File: config.mk
export PLATFORM = sky130hd
export DESIGN_NAME = mpd_result_queue_flat
export DESIGN_NICKNAME = d
export VERILOG_FILES = /design/src/hw/rtl/mpd_pkg.sv /design/src/hw/rtl/mpd_result_if.sv /design/src/hw/rtl/mpd_result_queue.sv /design/src/flat_wrapper.sv
export SDC_FILE = /design/constraint.sdc
export NUM_CORES = 1
export LEC_CHECK = 0
export ABC_AREA = 1
export BUFFER_PORTS_ARGS = -buffer_cell sky130_fd_sc_hd__buf_2
export CAP_MARGIN = 30
export CELL_PAD_IN_SITES_DETAIL_PLACEMENT = 1
export CELL_PAD_IN_SITES_GLOBAL_PLACEMENT = 1
export CORE_MARGIN = 2
export CORE_UTILIZATION = 34
export CTS_BUF_LIST = sky130_fd_sc_hd__clkbuf_4
export CTS_CLUSTER_DIAMETER = 80
export DETAILED_ROUTE_END_ITERATION = 16
export GPL_TIMING_DRIVEN = 1
export HOLD_SLACK_MARGIN = 0.15
export PLACE_DENSITY = 0.72
export SKIP_LAST_GASP = 1
export SLEW_MARGIN = 20
export SYNTH_ARGS = -nofsm -noshare
export SYNTH_HDL_FRONTEND = slang
export SYNTH_SLANG_ARGS = --single-unit
File: constraint.sdc
create_clock -name clk_i -period 13.7 [get_ports clk_i]
set_clock_uncertainty 0.05 [all_clocks]
set_input_delay 2.74 -clock clk_i [delete_from_list [all_inputs] [get_ports clk_i]]
set_output_delay 2.74 -clock clk_i [all_outputs]
set_load 0.02 [all_outputs]
File: src/hw/rtl/mpd_pkg.sv
package mpd_pkg;

  // field widths
  localparam int unsigned FrameW  = 32;
  localparam int unsigned PidW    = 16;
  localparam int unsigned IdxW    = 10;
  localparam int unsigned JointW  = 8;
  localparam int unsigned TotalW  = 32;

  // per-person frame table, one entry per person id
  localparam int unsigned TableAw    = PidW;
  localparam int unsigned TableDepth = 1 << TableAw;

  localparam logic [JointW-1:0] JointLimitReset = 8'd128;

  // result records buffered between parser and output port
  localparam int unsigned ResultDepth = 4;

  typedef enum logic [2:0] {
    PhFrame,
    PhCount,
    PhPid,
    PhJoints,
    PhWords,
    PhTailOk,
    PhTailBad
  } phase_e;

  typedef enum logic [1:0] {
    KindWord    = 2'd0,
    KindCommit  = 2'd1,
    KindDiscard = 2'd2,
    KindDone    = 2'd3
  } kind_e;

  // everything one payload byte produces, up to four result items
  typedef struct packed {
    logic              has_word;
    logic              has_commit;
    logic              has_discard;
    logic              has_done;
    logic              packet_ok;
    logic [FrameW-1:0] frame;
    logic [PidW-1:0]   pid;
    logic [IdxW-1:0]   word_index;
    logic [31:0]       word_value;
    logic [JointW-1:0] joint_total;
    logic [TotalW-1:0] rx_count;
    logic [TotalW-1:0] dr_count;
  } mpd_record_t;

  typedef struct packed {
    logic               rd_en;
    logic [TableAw-1:0] rd_addr;
    logic               wr_en;
    logic [TableAw-1:0] wr_addr;
    logic [FrameW-1:0]  wr_frame;
  } tbl_req_t;

  typedef struct packed {
    logic              busy;
    logic              hit;
    logic [FrameW-1:0] frame;
  } tbl_rsp_t;

  function automatic logic [TotalW-1:0] sat_inc(input logic [TotalW-1:0] c);
    sat_inc = (c == '1) ? c : c + TotalW'(1);
  endfunction

endpackage

File: src/hw/rtl/mpd_result_if.sv
interface mpd_result_if;
  logic        valid;
  logic        ready;
  logic [1:0]  kind;
  logic [31:0] frame_number;
  logic [15:0] person_id;
  logic [9:0]  word_index;
  logic [31:0] word_value;
  logic [7:0]  joint_total;
  logic        packet_ok;
  logic [31:0] received_count;
  logic [31:0] dropped_count;
  logic        last_result;

  modport source (
    output valid, kind, frame_number, person_id, word_index, word_value,
           joint_total, packet_ok, received_count, dropped_count, last_result,
    input  ready
  );
  modport sink (
    input  valid, kind, frame_number, person_id, word_index, word_value,
           joint_total, packet_ok, received_count, dropped_count, last_result,
    output ready
  );
endinterface

File: src/hw/rtl/mpd_result_queue.sv
module mpd_result_queue #(
  parameter int unsigned Depth = mpd_pkg::ResultDepth
) (
  input  logic                 clk_i,
  input  logic                 rst_ni,
  input  logic                 push_i,
  input  mpd_pkg::mpd_record_t rec_i,
  output logic                 full_o,
  mpd_result_if.source         result_o
);

  localparam int unsigned PtrW = $clog2(Depth);
  localparam int unsigned CntW = $clog2(Depth + 1);

  mpd_pkg::mpd_record_t entries_q [Depth];

  logic [PtrW-1:0] wr_ptr_q, wr_ptr_d;
  logic [PtrW-1:0] rd_ptr_q, rd_ptr_d;
  logic [CntW-1:0] count_q, count_d;
  logic [2:0]      taken_q, taken_d;

  mpd_pkg::mpd_record_t head;
  mpd_pkg::kind_e       cur_kind;
  logic                 cur_last;
  logic                 pop_item;
  logic                 pop_rec;
  logic [31:0]          rx_end;
  logic [31:0]          dr_end;

  assign head     = entries_q[rd_ptr_q];
  assign full_o   = (count_q == CntW'(Depth));
  assign pop_item = result_o.valid && result_o.ready;
  assign pop_rec  = pop_item && cur_last;

  // pick the next pending item of the head record
  always_comb begin
    if (head.has_word && !taken_q[0]) begin
      cur_kind = mpd_pkg::KindWord;
      cur_last = !head.has_commit && !head.has_discard && !head.has_done;
    end else if (head.has_commit && !taken_q[1]) begin
      cur_kind = mpd_pkg::KindCommit;
      cur_last = !head.has_discard && !head.has_done;
    end else if (head.has_discard && !taken_q[2]) begin
      cur_kind = mpd_pkg::KindDiscard;
      cur_last = !head.has_done;
    end else begin
      cur_kind = mpd_pkg::KindDone;
      cur_last = 1'b1;
    end
  end

  // totals after the packet count on packet done
  assign rx_end = head.packet_ok ? mpd_pkg::sat_inc(head.rx_count) : head.rx_count;
  assign dr_end = head.packet_ok ? head.dr_count : mpd_pkg::sat_inc(head.dr_count);

  // output fields
  always_comb begin
    result_o.valid          = (count_q != '0);
    result_o.kind           = cur_kind;
    result_o.frame_number   = head.frame;
    result_o.person_id      = (cur_kind == mpd_pkg::KindDone) ? 16'd0 : head.pid;
    result_o.word_index     = (cur_kind == mpd_pkg::KindWord) ? head.word_index : 10'd0;
    result_o.word_value     = (cur_kind == mpd_pkg::KindWord) ? head.word_value : 32'd0;
    result_o.joint_total    = (cur_kind == mpd_pkg::KindCommit) ? head.joint_total : 8'd0;
    result_o.packet_ok      = (cur_kind == mpd_pkg::KindDone) ? head.packet_ok : 1'b0;
    result_o.received_count = (cur_kind == mpd_pkg::KindDone) ? rx_end : head.rx_count;
    result_o.dropped_count  = (cur_kind == mpd_pkg::KindDone) ? dr_end : head.dr_count;
    result_o.last_result    = cur_last;
  end

  // pointers, fill count and per-record progress
  always_comb begin
    wr_ptr_d = wr_ptr_q;
    rd_ptr_d = rd_ptr_q;
    taken_d  = taken_q;
    count_d  = count_q;
    if (push_i) begin
      wr_ptr_d = (wr_ptr_q == PtrW'(Depth - 1)) ? '0 : wr_ptr_q + PtrW'(1);
    end
    if (pop_rec) begin
      rd_ptr_d = (rd_ptr_q == PtrW'(Depth - 1)) ? '0 : rd_ptr_q + PtrW'(1);
      taken_d  = '0;
    end else if (pop_item) begin
      case (cur_kind)
        mpd_pkg::KindWord:    taken_d[0] = 1'b1;
        mpd_pkg::KindCommit:  taken_d[1] = 1'b1;
        mpd_pkg::KindDiscard: taken_d[2] = 1'b1;
        default:              taken_d    = taken_q;
      endcase
    end
    case ({push_i, pop_rec})
      2'b10:   count_d = count_q + CntW'(1);
      2'b01:   count_d = count_q - CntW'(1);
      default: count_d = count_q;
    endcase
  end

  always_ff @(posedge clk_i or negedge rst_ni) begin
    if (!rst_ni) begin
      wr_ptr_q <= '0;
      rd_ptr_q <= '0;
      count_q  <= '0;
      taken_q  <= '0;
    end else begin
      wr_ptr_q <= wr_ptr_d;
      rd_ptr_q <= rd_ptr_d;
      count_q  <= count_d;
      taken_q  <= taken_d;
    end
  end

  // record storage
  always_ff @(posedge clk_i) begin
    if (push_i) begin
      entries_q[wr_ptr_q] <= rec_i;
    end
  end

endmodule

File: src/flat_wrapper.sv
// flat-port wrapper written by rule: the top's interface ports become plain ports
module mpd_result_queue_flat 
#(
  parameter int unsigned Depth = mpd_pkg::ResultDepth
)
  (clk_i, rst_ni, push_i, rec_i, full_o, result_o_valid, result_o_kind, result_o_frame_number, result_o_person_id, result_o_word_index, result_o_word_value, result_o_joint_total, result_o_packet_ok, result_o_received_count, result_o_dropped_count, result_o_last_result, result_o_ready);
  mpd_result_if result_o_i ();
  input  logic clk_i;
  input  logic rst_ni;
  input  logic push_i;
  input  mpd_pkg::mpd_record_t rec_i;
  output logic full_o;
  output wire logic [$bits(result_o_i.valid)-1:0] result_o_valid;
  output wire logic [$bits(result_o_i.kind)-1:0] result_o_kind;
  output wire logic [$bits(result_o_i.frame_number)-1:0] result_o_frame_number;
  output wire logic [$bits(result_o_i.person_id)-1:0] result_o_person_id;
  output wire logic [$bits(result_o_i.word_index)-1:0] result_o_word_index;
  output wire logic [$bits(result_o_i.word_value)-1:0] result_o_word_value;
  output wire logic [$bits(result_o_i.joint_total)-1:0] result_o_joint_total;
  output wire logic [$bits(result_o_i.packet_ok)-1:0] result_o_packet_ok;
  output wire logic [$bits(result_o_i.received_count)-1:0] result_o_received_count;
  output wire logic [$bits(result_o_i.dropped_count)-1:0] result_o_dropped_count;
  output wire logic [$bits(result_o_i.last_result)-1:0] result_o_last_result;
  input wire logic [$bits(result_o_i.ready)-1:0] result_o_ready;
  assign result_o_valid = result_o_i.valid;
  assign result_o_kind = result_o_i.kind;
  assign result_o_frame_number = result_o_i.frame_number;
  assign result_o_person_id = result_o_i.person_id;
  assign result_o_word_index = result_o_i.word_index;
  assign result_o_word_value = result_o_i.word_value;
  assign result_o_joint_total = result_o_i.joint_total;
  assign result_o_packet_ok = result_o_i.packet_ok;
  assign result_o_received_count = result_o_i.received_count;
  assign result_o_dropped_count = result_o_i.dropped_count;
  assign result_o_last_result = result_o_i.last_result;
  assign result_o_i.ready = result_o_ready;
  mpd_result_queue #(.Depth(Depth)) u_core (.clk_i(clk_i), .rst_ni(rst_ni), .push_i(push_i), .rec_i(rec_i), .full_o(full_o), .result_o(result_o_i));
endmodule
Word level (Yosys, flattened, before mapping)
Memory sizes are Yosys's and may differ from the RTL's.
Index checks and enable logic that the tools add are counted.
{ "totals": {"reg_bits": 10, "word_cells": 74, "mem_bits_rw": 668, "mem_count": 1, "latchBits": 0, "mem_bits_ro": 0, "output_inout_bits": 168} }
{ "op_classes": {"shifts": 0, "n_lt_le_gt_ge": 0, "bitwise_logic": 0, "n_reduce_logical": 24, "multipliers": 0, "n_eq_ne": 10, "n_mux": 27, "add_sub_neg": 6, "div": 0} }
{ "memory_table": {"columns": ["name", "words", "width", "read_ports", "rd_ports_with_merged_regs", "write_ports", "line", "source"], "rows": [
  ["u_core.entries_q", 4, 167, 1, 0, 1, "mpd_result_queue.sv:15", "mpd_pkg::mpd_record_t entries_q [Depth];"]
]} }
{ "ops": {"columns": ["op", "n"], "rows": [
  ["2-to-1 mux 32 bit", 7],
  ["adder 32 x 1 -> 32 bit, second input constant", 2],
  ["equality test 32 bit, second input constant", 2],
  ["2-to-1 mux 16 bit", 1],
  ["equality test 2 bit, second input constant", 5],
  ["2-to-1 mux 1 bit", 10],
  ["2-to-1 mux 10 bit", 1],
  ["nonzero test 2 bit", 5],
  ["logical AND 1 bit", 8],
  ["2-to-1 mux 2 bit", 4],
  ["2-to-1 mux 8 bit", 1],
  ["zero test 1 bit", 6],
  ["2-to-1 mux 3 bit", 2],
  ["one-hot mux 3 bit (2 select lines)", 1],
  ["AND reduction 2 bit", 3],
  ["adder 2 x 1 -> 2 bit, second input constant", 2],
  ["equality test 2 x 1 -> 1 bit, second input constant", 2],
  ["adder 3 x 1 -> 3 bit, second input constant", 1],
  ["equality test 3 bit, second input constant", 1],
  ["nonzero test 3 bit", 1],
  ["subtractor 3 x 1 -> 3 bit, second input constant", 1],
  ["zero test 2 bit", 1]
]} }

Longest topological paths before layout
{ "logic_depth": {"word_depth": 9, "ltp_mapped": 20, "depth_no_buf": 16} }

Least setup slack after synthesis
Ideal clock, no wire load.
{ "synth_timing": {"path_kind": "input port to flip-flop", "startpoint": "input push_i", "endpoint": "memory u_core.entries_q[3][0] (netlist bit) (enable)", "path_slack_ns": 6.835, "stages": 3, "arrival_ns": 6.295, "required_time_ns": 13.131, "path_buffers": 1, "cell_sequence": "clkbuf_1 > nand2_1 > inv_1"} }
{ "synth_via": {"elab_chain_cells": 2} }
{ "synth_rtl": {"columns": ["item", "line", "source"], "rows": [
  ["start: declaration", "flat_wrapper.sv:10", "input logic push_i;"],
  ["2-to-1 mux 1 bit", "mpd_result_queue.sv:114", "if (push_i) begin"],
  ["2-to-1 mux 1 bit (implied by the code)", "mpd_result_queue.sv:115", "entries_q[wr_ptr_q] <= rec_i;"],
  ["end: declaration", "mpd_result_queue.sv:15", null]
]} }
No other way between the ends.

Worst setup path in the final report
{ "layout_timing": {"startpoint": "register u_core.rd_ptr_q[0]", "endpoint": "output result_o_received_count[21]"} }
{ "layout_via": {"elab_chain_cells": 7} }
{ "layout_rtl": {"columns": ["item", "line", "source"], "rows": [
  ["start: declaration", "mpd_result_queue.sv:18", "logic [PtrW-1:0] rd_ptr_q, rd_ptr_d;"],
  ["start signal: assignment", "mpd_result_queue.sv:106", "rd_ptr_q <= rd_ptr_d;"],
  ["memory (4 x 167 bit) *", null, null],
  ["parallel branches: the longest is 5 deep, another holds adder 32 x 1 -> 32 bit", null, null],
  ["2-to-1 mux 32 bit *", "mpd_result_queue.sv:66", "result_o.received_count = (cur_kind == mpd_pkg::KindDone) ? rx_end : head.rx_count;"],
  ["end: declaration", "flat_wrapper.sv:21", "output wire logic [$bits(result_o_i.received_count)-1:0] result_o_received_count;"]
]} }
Every way passes the cells marked *.

==> impl_metrics.tcl <==
set metrics [dict create \
    initial_core_util_pct 34.23 \
    dpl.hpwl_um 51420 \
    min_to "u_core.count_q[0]$_DFFE_PN0P_" \
    r2r_start "u_core.rd_ptr_q[0]$_DFFE_PN0N_" \
    yosys.area_share.simple_pct 17.32 \
    grt_usage_pct 19.07 \
    powerDensity_nw_per_um2 234.8 \
    cp.arrival_ns 5.53 \
    grt_pass1_vias 21350 \
    p_leak_nw 12.65 \
    io_buffers 338 \
    crit_required_ns 10.91 \
    die_h_um 293.6 \
    die-area_um2 86200 \
    cts_buffers 178 \
    grt_pass1_wl_um 124200 \
    cts_hold_buf 0 \
    utilization_pct 40.14 \
    postCtsSetupBuffers 0 \
    hold_violations 0 \
    ctsResizeCount 0 \
    r2r_setup_slack_ns 9.33 \
    synth_cells 2443 \
    muxShareOfSynthArea_pct 0 \
    clkTransAtPathRegs_ns 0.06 \
    cts_root_buffer "clkbuf_4" \
    synth_top_family_by_area "simple AND/OR/NAND/NOR gates" \
    area_delta_synth_final_pct 17.26 \
    power.share.clock_pct 21.8 \
    synth_compound_area_share_pct 5.950 \
    mostFrequentLayoutCells "edfxtp_1 (668), nand2_1 (505), nor2_1 (388)" \
    r2r_cells 16 \
    status "completed" \
    hold_depth 1 \
    p_comb_share_pct 42.5 \
    drt-vias-per-instance 4.949 \
    routed_wl_um 82240 \
    cp-start-kind "flip-flop" \
    setup_violations 0 \
    dr.pass1.iters 5 \
    htreeDepth 4 \
    r2r-end "u_core.count_q[1]$_DFFE_PN0P_" \
    yosysUniqueCellTypes 39 \
    synth_fa_ha_area_share_pct 0.4213 \
    fp.dieW_um 293.6 \
    crit_fanout 154 \
    antenna_found_initial 37 \
    post-route-period-util_pct 60.72 \
    slew_viol_final 0 \
    p_int_mw 4.429 \
    irDropWorstVdd_v 0.0001609 \
    dp_cells 3755 \
    power_frac_seq_pct 35.7 \
    core.rowCount 106 \
    synth-seq-cells 678 \
    io-pin-count 339 \
    hold_start "u_core.count_q[0]$_DFFE_PN0P_" \
    synth-seq-area-share_pct 71.23 \
    drt_iter0_drc 947 \
    grt_start_max_net_pins 155 \
    slew_headroom_pct 34.15 \
    antenna_left 0 \
    drv_cap 0 \
    stdcell_count 4066 \
    gp_congestion 0.8675 \
    synth_top_area_cell "edfxtp_1" \
    num-fill-cells 9225 \
    rsz0062_at_grt "no" \
    nets 3039 \
    clock_sinks 678 \
    hp-class "reg2reg" \
    synth_warnings 0 \
    wl_per_cell_um 20.23 \
    clock_latency_ns 1.06 \
    syn_nets 2623 \
    final_common_cell "edfxtp_1" \
    coreArea_um2 83290 \
    cts.path.max_buffers 3 \
    path_class "reg2out" \
    drive_above_1_share_pct 23.07 \
    overflow 0 \
    vias 20120 \
    worst_pin_slew_ns 0.9850 \
    drc 0 \
    max_freq_mhz 120.2 \
    netlist_top_cells_area "edfxtp_1 (70%), nand2_1 (6.7%), nor2_1 (5.1%)" \
    p_sw_share_pct 43.59 \
    synth_area_per_cell_um2 11.67 \
    yosysTopAreaCellShare_pct 70.35 \
    period_minus_slack_ns 8.318 \
    p_sw_mw 3.423 \
    cts_tree "built" \
    synth_xor_area_share_pct 1.229 \
    syn_area_um2 28510 \
    tns_ns 0 \
    critPathCaptureType "output pin" \
]
flip-flops by register name, summed over array words and instances, names as in the netlist:
name and flops:
u_core.wr_ptr_q 2, u_core.rd_ptr_q 2, u_core.entries_q 668, u_core.taken_q 3, u_core.count_q 3
power groups by stage:
stage               Clock (mW)  Combinational, mW  Sequential [mW]
floorplan                    0               2.19             2.86
global placement             0               3.28             2.83
detailed placement           0               3.36             2.85
CTS                       1.78               3.37             2.80
global route              1.88               3.68             2.83
finish                    1.71               3.34             2.80
cell families (layout without fill, tap and decap cells):
family / after synthesis / count (layout)
adder cells (fa/ha/maj): 9 / 9
flip-flops: 678 / 678
other: 0 / 12
AO/OA/AOI/OAI: 323 / 323
buffers and inverters: 232 / 763
XOR/XNOR: 40 / 40
AND/OR/NAND/NOR: 1161 / 1161
critical path, cell delays in order (launching register included):
cell,delay (ns)
dfrtp_4,0.51
clkinv_8,0.24
buf_16,0.50
nand2_1,0.10
nand3_1,0.10
nand2_1,0.07
nand2_2,0.05
buf_4,0.55
nand3_4,0.53
nor2_2,0.78
nand2_1,0.26
nor3_2,0.30
a21boi_0,0.14
nor2_1,0.09
buf_2,0.16
layer usage:
| metal | wire length (um) | vias up | GRT usage, % |
|---|---|---|---|
| li1 | - | 9488 | - |
| met1 | 33200 | 9900 | 21.85 |
| met2 | 40810 | 506 | 32.72 |
| met3 | 5817 | 187 | 6.601 |
| met4 | 2132 | 40 | 7.392 |
| met5 | 271 | - | 0 |
synth_stat cells (all sizes together):
library cell    n
nor4            5
o21ai         212
nand3         189
fa              1
nand2         509
buf            76
o21bai          2
inv           106
o211ai          5
and2            3
nor2          405
dfrtp          10
o22ai          48
xnor2           6
edfxtp        668
ha              8
nand4          30
a21boi          1
clkbuf         50
xor2           34
nand3b          1
a21oi          55
nor3           19
metrics by stage:
stage / instance area [um2] / hold WS [ns] / total power, mW / worst slack (ns)
detailed placement: 31130 / 0.4396 / 6.208 / 6.225
global placement: 31030 / 0.4359 / 6.108 / 6.423
global route: 33420 / 0.4621 / 8.384 / 4.856
CTS: 33300 / 0.4477 / 7.956 / 4.981
floorplan: 28510 / 0.4079 / 5.043 / 6.835
finish: 33440 / 0.4404 / 7.852 / 5.382
layout make-up:
class | instances | area, um2 | area share, %
sequential | 678 | 20320 | 60.76
timing repair buffer | 362 | 2017 | 6.032
clock inverter | 45 | 291.5 | 0.8719
inverter | 106 | 445.4 | 1.332
antenna | 12 | 30.03 | 0.08981
clock buffer | 250 | 1877 | 5.613
multi-input combinational | 1533 | 7107 | 21.26
tap | 1080 | 1351 | 4.041
worst max-delay path by stage:
stage | from | end
after floorplan | push_i | u_core.entries_q[3][0]$_DFFE_PP_
after detailed placement | u_core.rd_ptr_q[0]$_DFFE_PN0N_ | result_o_dropped_count[13]
after global placement | u_core.rd_ptr_q[0]$_DFFE_PN0N_ | result_o_dropped_count[5]
final | u_core.rd_ptr_q[0]$_DFFE_PN0N_ | result_o_received_count[21]
after global routing | u_core.rd_ptr_q[0]$_DFFE_PN0N_ | result_o_received_count[29]
after CTS | u_core.rd_ptr_q[0]$_DFFE_PN0N_ | result_o_dropped_count[13]
Power figures use the tool's default switching activity.
